--- src/hdl/stlm_pkg.sv ---
`default_nettype none
package stlm_pkg;

  localparam int LIST_DEPTH_DEF  = 32;
  localparam int VALUE_WIDTH_DEF = 32;
  localparam int ITEM_W          = 32;

  // action codes
  localparam logic [1:0] ACT_LOAD_A = 2'd0;
  localparam logic [1:0] ACT_LOAD_B = 2'd1;
  localparam logic [1:0] ACT_MERGE  = 2'd2;

  // result status codes
  localparam logic [1:0] ST_SUCCESS  = 2'd0;
  localparam logic [1:0] ST_UNSORTED = 2'd1;
  localparam logic [1:0] ST_EMPTY    = 2'd2;
  localparam logic [1:0] ST_OVERFLOW = 2'd3;

  // datapath ops
  localparam logic [1:0] OP_NOP      = 2'd0;
  localparam logic [1:0] OP_ACCEPT   = 2'd1;
  localparam logic [1:0] OP_EMIT_ERR = 2'd2;
  localparam logic [1:0] OP_EMIT_MRG = 2'd3;

  // jump conditions
  localparam logic [1:0] JC_DISPATCH = 2'd0;
  localparam logic [1:0] JC_CHECK    = 2'd1;
  localparam logic [1:0] JC_DONE     = 2'd2;
  localparam logic [1:0] JC_ALWAYS   = 2'd3;

  // step addresses
  localparam int          STEP_W   = 3;
  localparam logic [2:0]  S_IDLE   = 3'd0;
  localparam logic [2:0]  S_CHECK  = 3'd1;
  localparam logic [2:0]  S_MERGE  = 3'd2;
  localparam logic [2:0]  S_OVF    = 3'd3;
  localparam logic [2:0]  S_EMPTY  = 3'd4;
  localparam logic [2:0]  S_UNSORT = 3'd5;

  typedef struct packed {
    logic [1:0]        op;
    logic [1:0]        status;
    logic              clr;
    logic [1:0]        jcond;
    logic [STEP_W-1:0] target;
  } ctrl_t;

  // datapath flags seen by the sequencer
  typedef struct packed {
    logic       in_fire;
    logic [1:0] action;
    logic       full_a;
    logic       full_b;
    logic       empty;
    logic       unsorted;
    logic       emit_done;
  } cond_t;

  function automatic ctrl_t ucode(input logic [STEP_W-1:0] step);
    ctrl_t w;
    w = '{op: OP_NOP, status: ST_SUCCESS, clr: 1'b0, jcond: JC_ALWAYS, target: S_IDLE};
    case (step)
      S_IDLE: begin
        w = '{op: OP_ACCEPT, status: ST_SUCCESS, clr: 1'b0, jcond: JC_DISPATCH,
              target: S_IDLE};
      end
      S_CHECK: begin
        w = '{op: OP_NOP, status: ST_SUCCESS, clr: 1'b0, jcond: JC_CHECK,
              target: S_MERGE};
      end
      S_MERGE: begin
        w = '{op: OP_EMIT_MRG, status: ST_SUCCESS, clr: 1'b1, jcond: JC_DONE,
              target: S_IDLE};
      end
      S_OVF: begin
        w = '{op: OP_EMIT_ERR, status: ST_OVERFLOW, clr: 1'b0, jcond: JC_DONE,
              target: S_IDLE};
      end
      S_EMPTY: begin
        w = '{op: OP_EMIT_ERR, status: ST_EMPTY, clr: 1'b1, jcond: JC_DONE,
              target: S_IDLE};
      end
      S_UNSORT: begin
        w = '{op: OP_EMIT_ERR, status: ST_UNSORTED, clr: 1'b1, jcond: JC_DONE,
              target: S_IDLE};
      end
      default: begin
        w = '{op: OP_NOP, status: ST_SUCCESS, clr: 1'b0, jcond: JC_ALWAYS,
              target: S_IDLE};
      end
    endcase
    return w;
  endfunction

endpackage
`default_nettype wire

--- src/hdl/sorted_two_list_merge_top.sv ---
`default_nettype none
// Channel | Direction | Handshake          | Payload
// --------+-----------+--------------------+------------------------------
// input   | in        | in_valid/in_ready  | action, item_value
// output  | out       | out_valid/out_ready| merged_value, status, last
//
// A load is done in the accept step. A merge passes the accept and check
// steps, then emits one result per cycle while the output is not stalled
// (count_a + count_b results), paced by the single read port of each list
// memory and by the output register. An empty or unsorted error result
// follows the check step; an overflow result follows accept directly.
// Synchronous reset clears counts and sorted flags; list memories are not
// cleared. A stalled output holds the sequencer on its emit step.
module sorted_two_list_merge_top #(
  parameter int LIST_DEPTH  = stlm_pkg::LIST_DEPTH_DEF,
  parameter int VALUE_WIDTH = stlm_pkg::VALUE_WIDTH_DEF
) (
  input  wire logic                                clk,
  input  wire logic                                rst,
  input  wire logic                                in_valid,
  output      logic                                in_ready,
  input  wire logic [1:0]                          action,
  input  wire logic signed [stlm_pkg::ITEM_W-1:0]  item_value,
  output      logic                                out_valid,
  input  wire logic                                out_ready,
  output      logic signed [stlm_pkg::ITEM_W-1:0]  merged_value,
  output      logic [1:0]                          status,
  output      logic                                last
);

  // count width holds the depth itself; address width indexes the memory
  localparam int CW = $clog2(LIST_DEPTH + 1);
  localparam int AW = (LIST_DEPTH > 1) ? $clog2(LIST_DEPTH) : 1;
  localparam int SW = CW + 1;

  stlm_pkg::ctrl_t ctrl;
  stlm_pkg::cond_t cond;

  logic signed [VALUE_WIDTH-1:0] mem_a [LIST_DEPTH];
  logic signed [VALUE_WIDTH-1:0] mem_b [LIST_DEPTH];
  logic signed [VALUE_WIDTH-1:0] rd_a;
  logic signed [VALUE_WIDTH-1:0] rd_b;
  logic signed [VALUE_WIDTH-1:0] last_a;
  logic signed [VALUE_WIDTH-1:0] last_b;

  logic [CW-1:0] count_a;
  logic [CW-1:0] count_b;
  logic          sorted_a;
  logic          sorted_b;
  logic [CW-1:0] ia;
  logic [CW-1:0] ib;
  logic [CW-1:0] ia_next;
  logic [CW-1:0] ib_next;

  logic signed [63:0]            in_wide;
  logic signed [VALUE_WIDTH-1:0] load_val;
  logic signed [VALUE_WIDTH-1:0] pick_val;
  logic signed [63:0]            pick_wide;

  logic in_fire;
  logic load_a;
  logic load_b;
  logic full_a;
  logic full_b;
  logic a_avail;
  logic b_avail;
  logic take_a;
  logic last_elem;
  logic slot_free;
  logic emit_fire;
  logic emit_last;
  logic clear_now;

  stlm_seq u_seq (
    .clk  (clk),
    .rst  (rst),
    .cond (cond),
    .ctrl (ctrl)
  );

  // ---------------- input side ----------------
  assign in_ready = (ctrl.op == stlm_pkg::OP_ACCEPT);
  assign in_fire  = in_valid && in_ready;

  // sign-extend (or narrow) the item into the value width
  assign in_wide  = 64'(item_value);
  assign load_val = in_wide[VALUE_WIDTH-1:0];

  assign full_a = (count_a == CW'(LIST_DEPTH));
  assign full_b = (count_b == CW'(LIST_DEPTH));
  assign load_a = in_fire && (action == stlm_pkg::ACT_LOAD_A) && !full_a;
  assign load_b = in_fire && (action == stlm_pkg::ACT_LOAD_B) && !full_b;

  // ---------------- merge selection ----------------
  assign a_avail   = (ia < count_a);
  assign b_avail   = (ib < count_b);
  // ties go to list B
  assign take_a    = a_avail && (!b_avail || (rd_a < rd_b));
  assign pick_val  = take_a ? rd_a : rd_b;
  assign pick_wide = 64'(pick_val);
  assign last_elem = (SW'(ia) + SW'(ib) + SW'(1)) == (SW'(count_a) + SW'(count_b));

  // output register takes a new result when empty or being drained
  assign slot_free = !out_valid || out_ready;
  assign emit_fire = slot_free &&
                     ((ctrl.op == stlm_pkg::OP_EMIT_ERR) ||
                      (ctrl.op == stlm_pkg::OP_EMIT_MRG));
  assign emit_last = (ctrl.op == stlm_pkg::OP_EMIT_ERR) || last_elem;
  assign clear_now = emit_fire && emit_last && ctrl.clr;

  assign cond = '{in_fire:   in_fire,
                  action:    action,
                  full_a:    full_a,
                  full_b:    full_b,
                  empty:     (count_a == '0) || (count_b == '0),
                  unsorted:  !sorted_a || !sorted_b,
                  emit_done: emit_fire && emit_last};

  // read pointers: memory read address follows the next pointer so the
  // registered head is always current
  always_comb begin
    ia_next = ia;
    ib_next = ib;
    if (clear_now) begin
      ia_next = '0;
      ib_next = '0;
    end else if (emit_fire && (ctrl.op == stlm_pkg::OP_EMIT_MRG)) begin
      if (take_a) begin
        ia_next = ia + CW'(1);
      end else begin
        ib_next = ib + CW'(1);
      end
    end
  end

  // ---------------- list memories ----------------
  always_ff @(posedge clk) begin
    if (load_a) mem_a[count_a[AW-1:0]] <= load_val;
    rd_a <= mem_a[ia_next[AW-1:0]];
  end

  always_ff @(posedge clk) begin
    if (load_b) mem_b[count_b[AW-1:0]] <= load_val;
    rd_b <= mem_b[ib_next[AW-1:0]];
  end

  // ---------------- list bookkeeping ----------------
  always_ff @(posedge clk) begin
    if (rst) begin
      count_a  <= '0;
      count_b  <= '0;
      sorted_a <= 1'b1;
      sorted_b <= 1'b1;
      ia       <= '0;
      ib       <= '0;
    end else begin
      ia <= ia_next;
      ib <= ib_next;
      if (clear_now) begin
        count_a  <= '0;
        count_b  <= '0;
        sorted_a <= 1'b1;
        sorted_b <= 1'b1;
      end else begin
        if (load_a) begin
          count_a <= count_a + CW'(1);
          if ((count_a != '0) && (load_val < last_a)) sorted_a <= 1'b0;
        end
        if (load_b) begin
          count_b <= count_b + CW'(1);
          if ((count_b != '0) && (load_val < last_b)) sorted_b <= 1'b0;
        end
      end
    end
  end

  // tail values for the order check
  always_ff @(posedge clk) begin
    if (load_a) last_a <= load_val;
    if (load_b) last_b <= load_val;
  end

  // ---------------- output register ----------------
  always_ff @(posedge clk) begin
    if (rst) begin
      out_valid <= 1'b0;
    end else if (emit_fire) begin
      out_valid <= 1'b1;
    end else if (out_ready) begin
      out_valid <= 1'b0;
    end
  end

  always_ff @(posedge clk) begin
    if (emit_fire) begin
      status <= ctrl.status;
      last   <= emit_last;
      if (ctrl.op == stlm_pkg::OP_EMIT_MRG) begin
        merged_value <= pick_wide[stlm_pkg::ITEM_W-1:0];
      end else begin
        merged_value <= '0;
      end
    end
  end

endmodule
`default_nettype wire

--- src/hdl/stlm_seq.sv ---
`default_nettype none
module stlm_seq (
  input  wire logic            clk,
  input  wire logic            rst,
  input  wire stlm_pkg::cond_t cond,
  output stlm_pkg::ctrl_t      ctrl
);

  logic [stlm_pkg::STEP_W-1:0] step;
  logic [stlm_pkg::STEP_W-1:0] step_next;

  assign ctrl = stlm_pkg::ucode(step);

  always_comb begin
    step_next = step;
    case (ctrl.jcond)
      stlm_pkg::JC_DISPATCH: begin
        if (cond.in_fire) begin
          case (cond.action)
            stlm_pkg::ACT_LOAD_A: step_next = cond.full_a ? stlm_pkg::S_OVF : ctrl.target;
            stlm_pkg::ACT_LOAD_B: step_next = cond.full_b ? stlm_pkg::S_OVF : ctrl.target;
            stlm_pkg::ACT_MERGE:  step_next = stlm_pkg::S_CHECK;
            default:              step_next = ctrl.target;
          endcase
        end
      end
      stlm_pkg::JC_CHECK: begin
        if (cond.empty) begin
          step_next = stlm_pkg::S_EMPTY;
        end else if (cond.unsorted) begin
          step_next = stlm_pkg::S_UNSORT;
        end else begin
          step_next = ctrl.target;
        end
      end
      stlm_pkg::JC_DONE: begin
        if (cond.emit_done) step_next = ctrl.target;
      end
      default: step_next = ctrl.target;
    endcase
  end

  always_ff @(posedge clk) begin
    if (rst) begin
      step <= stlm_pkg::S_IDLE;
    end else begin
      step <= step_next;
    end
  end

endmodule
`default_nettype wire

--- config.mk ---
export PLATFORM = sky130hd
export DESIGN_NAME = sorted_two_list_merge_top
export DESIGN_NICKNAME = d
export VERILOG_FILES = /design/src/hdl/stlm_pkg.sv /design/src/hdl/sorted_two_list_merge_top.sv /design/src/hdl/stlm_seq.sv
export SDC_FILE = /design/constraint.sdc
export NUM_CORES = 2
export LEC_CHECK = 0
export ABC_AREA = 0
export BUFFER_PORTS_ARGS = -buffer_cell sky130_fd_sc_hd__buf_4
export CORE_AREA = 2 2 336 670
export CTS_BUF_LIST = sky130_fd_sc_hd__clkbuf_16
export DETAILED_ROUTE_END_ITERATION = 8
export DIE_AREA = 0 0 338 672
export PLACE_DENSITY = 0.63
export SLEW_MARGIN = 20
export SYNTH_ARGS = -nofsm -noshare
export SYNTH_HDL_FRONTEND = slang
export SYNTH_HIERARCHICAL = 1
export SYNTH_SLANG_ARGS = --single-unit
--- constraint.sdc ---
create_clock -name clk -period 5.57 [get_ports clk]
set_clock_uncertainty 0.2 [all_clocks]
set_input_delay 0.8355 -clock clk [delete_from_list [all_inputs] [get_ports clk]]
set_output_delay 0.8355 -clock clk [all_outputs]
set_load 0.005 [all_outputs]
==> run_results.csv <==
group,metric,value,unit
global_routing,met1_usage,24.3,%
critical_path,critPathSlowestCell,"or4_1",
logic_synthesis,yosysWarningCount,6,
critical_path,path_class,"register to register",
global_routing,grt.busiest_layer,"met2",
timing,slew_headroom,23.9,%
timing,slew_viol_final,0,
critical_path,cp.required,6.10,ns
global_routing,overflow,0,
place,placed_cells,8865,
critical_path,cp-end-kind,"register",
power_and_ir_drop,ir_drop,0.225,mV
cts,cts_max_level,4,
timing,rsz0062_at_grt,"yes",
floorplanning,rows,245,
route,drtIter0Drc,5441,
route,drc,0,
timing,worst_pin_slew,1.14,ns
floorplanning,die_h,672,um
global_routing,grt_use_total,23.3,%
cts,worstSkewPairLatency,0.84,ns
place,place_area,94500,um^2
cts,clockBufferDepth,4,
route,drt-pass1-iter-count,6,
finish,area_growth,14.1,%
critical_path,worst_ep_arrival_time,6.04,ns
critical_path,worstSetupStartpointType,"register",
status,outcome,"finished, final reports clean",
floorplanning,die_area,227000,um^2
place,portBuffers,74,
global_routing,grtUsageMet3,2.63,%
place,hpwl,169,mm
cts,cts_tree,"done",
global_routing,antenna_found_initial,13,
logic_synthesis,syn_area_per_cell,15.1,um^2
critical_path,path_max_fanout,9,
route,routed_wl,269,mm
route,post_drt_wl_per_cell,29.2,um
global_routing,met2_usage,42.1,%
floorplanning,pin_count,75,
route,vias_per_cell,5.85,
timing,tns,0,ns
floorplanning,die-width,338,um
critical_path,path_cells,"inv_1, ha_1, nand4_1, o311a_1, o31a_1, o31a_4, a21boi_2, mux2i_4, nor2_1, nand3_1, buf_4, a21oi_1, or4_1, nor4_2, buf_4",
floorplanning,coreArea,222000,um^2
place,globalplace.congestion,0.881,
global_routing,grt_max_degree,109,
cts,cts_root_buf,"clkbuf_16",
logic_synthesis,syn_nets,6006,
logic_synthesis,synth_cells,5841,
critical_path,r2r_slack,0.06,ns
logic_synthesis,mappedNetlistArea,88200,um^2
finish,drive_gt1_share,12.8,%
timing,period_needed,5.51,ns
critical_path,critPathMaxStageDelay,0.61,ns
finish,final_cells,9199,
finish,finalInstanceArea,101000,um^2
min_path,hold_path.class,"input port to register",
floorplanning,initial_core_util,39.7,%
cts,cts_sinks,2241,
global_routing,grt_pass1_wl,379,mm
cts,cts_inserted_buffers,186,
timing,hold_viol,0,
timing,fin_crit_sh,98.9,%
finish,nets,6255,
critical_path,path_common_cell,"buf_4",
power_and_ir_drop,powerDensity,331,nW/um^2
global_routing,grt_pass1_vias,54075,
timing,whs,0.0560,ns
route,vias,53785,
run,max-cap-violations,0,
cts,cts_hold_buf,0,
timing,fmax,182,MHz
cts,path_clk_slew,0.07,ns
route,drtAntennaViolNets,0,
power_and_ir_drop,totalPowerFinal,33.3,mW
power_and_ir_drop,total_leakage_power,33.2,nW
timing,setup_violations,0,
## power breakdown
| group | leakage [nW] | switching [mW] | internal (mW) |
|---|---|---|---|
| registers | 20.1 | 0.0902 | 18.5 |
| logic | 10.0 | 1.10 | 0.422 |
| clock network | 3.06 | 5.96 | 7.14 |
| total | 33.2 | 7.15 | 26.1 |
## layer usage
metal | wire length (um) | vias up
li1 | - | 23217
met1 | 88300 | 27425
met2 | 139000 | 2343
met3 | 15400 | 800
met4 | 25800 | 0
met5 | 0 | -
## critical path: cells and delay by family (launching register included)
kind | cells | cell delay (ns)
multiplexers | 1 | 0.36
flip-flops | 1 | 0.55
AND/OR/NAND/NOR | 5 | 1.54
AO/OA/AOI/OAI | 5 | 1.76
buffers and inverters | 3 | 0.64
adder cells (fa/ha/maj) | 1 | 0.34
## layout by cell type (no fill, tap or decap), types with 32 or more instances in the layout
cell and n:
edfxtp_1 2147, nand2_1 729, buf_4 356, mux2i_1 321, a221oi_1 298, nand3_1 294
clkbuf_16 187, a21oi_1 177, inv_1 175, nor3_1 172, o22ai_1 157, o21ai_0 129
ha_1 125, nor2_1 109, dfxtp_1 91, nor2_4 67, and3_1 59, nor4_1 56
buf_12 51, a31oi_1 46, clkinv_1 34, clkinv_2 34, a32oi_1 32
## timing repair
item                                    in CTS  in global routing
gates resized for setup                      3                 12
gates cloned                                 0                  1
setup buffers                                0                  0
endpoints found under the setup margin       8                 18
## path summary, 6_finish.rpt
path | start | to | depth (start not counted)
max | rd_b[7] | rd_b[11] | 15
max reg2reg | rd_b[7] | rd_b[11] | 15
min | item_value[0] | last_a[0] | 1
min reg2reg | sorted_a | sorted_a | 1
## through the flow
stage | utilization (%) | setup slack, ns
floorplan | - | 0.125
global placement | 42.5 | -1.26
detailed placement | 42.5 | -0.186
CTS | 45.2 | -0.0473
global route | 45.3 | -0.0112
finish | 45.3 | 0.0627
## final cells by class
class | instances | area, um^2
Inverter | 144 | 544
Sequential cell | 2241 | 66400
Clock buffer | 187 | 4680
Fill cell | 19085 | 122000
Multi-Input combinational cell | 3110 | 20300
Antenna cell | 7 | 17.5
Timing Repair Buffer | 407 | 3690
Clock inverter | 139 | 1260
Tap cell | 2964 | 3710
## sequential cells by signal, indices dropped and copies added, names as in the netlist, 32 cells and up
name	flops
mem_b	1024
mem_a	1024
rd_b	32
last_a	32
merged_value	32
rd_a	32
last_b	32
(Power assumes the default switching activity.)
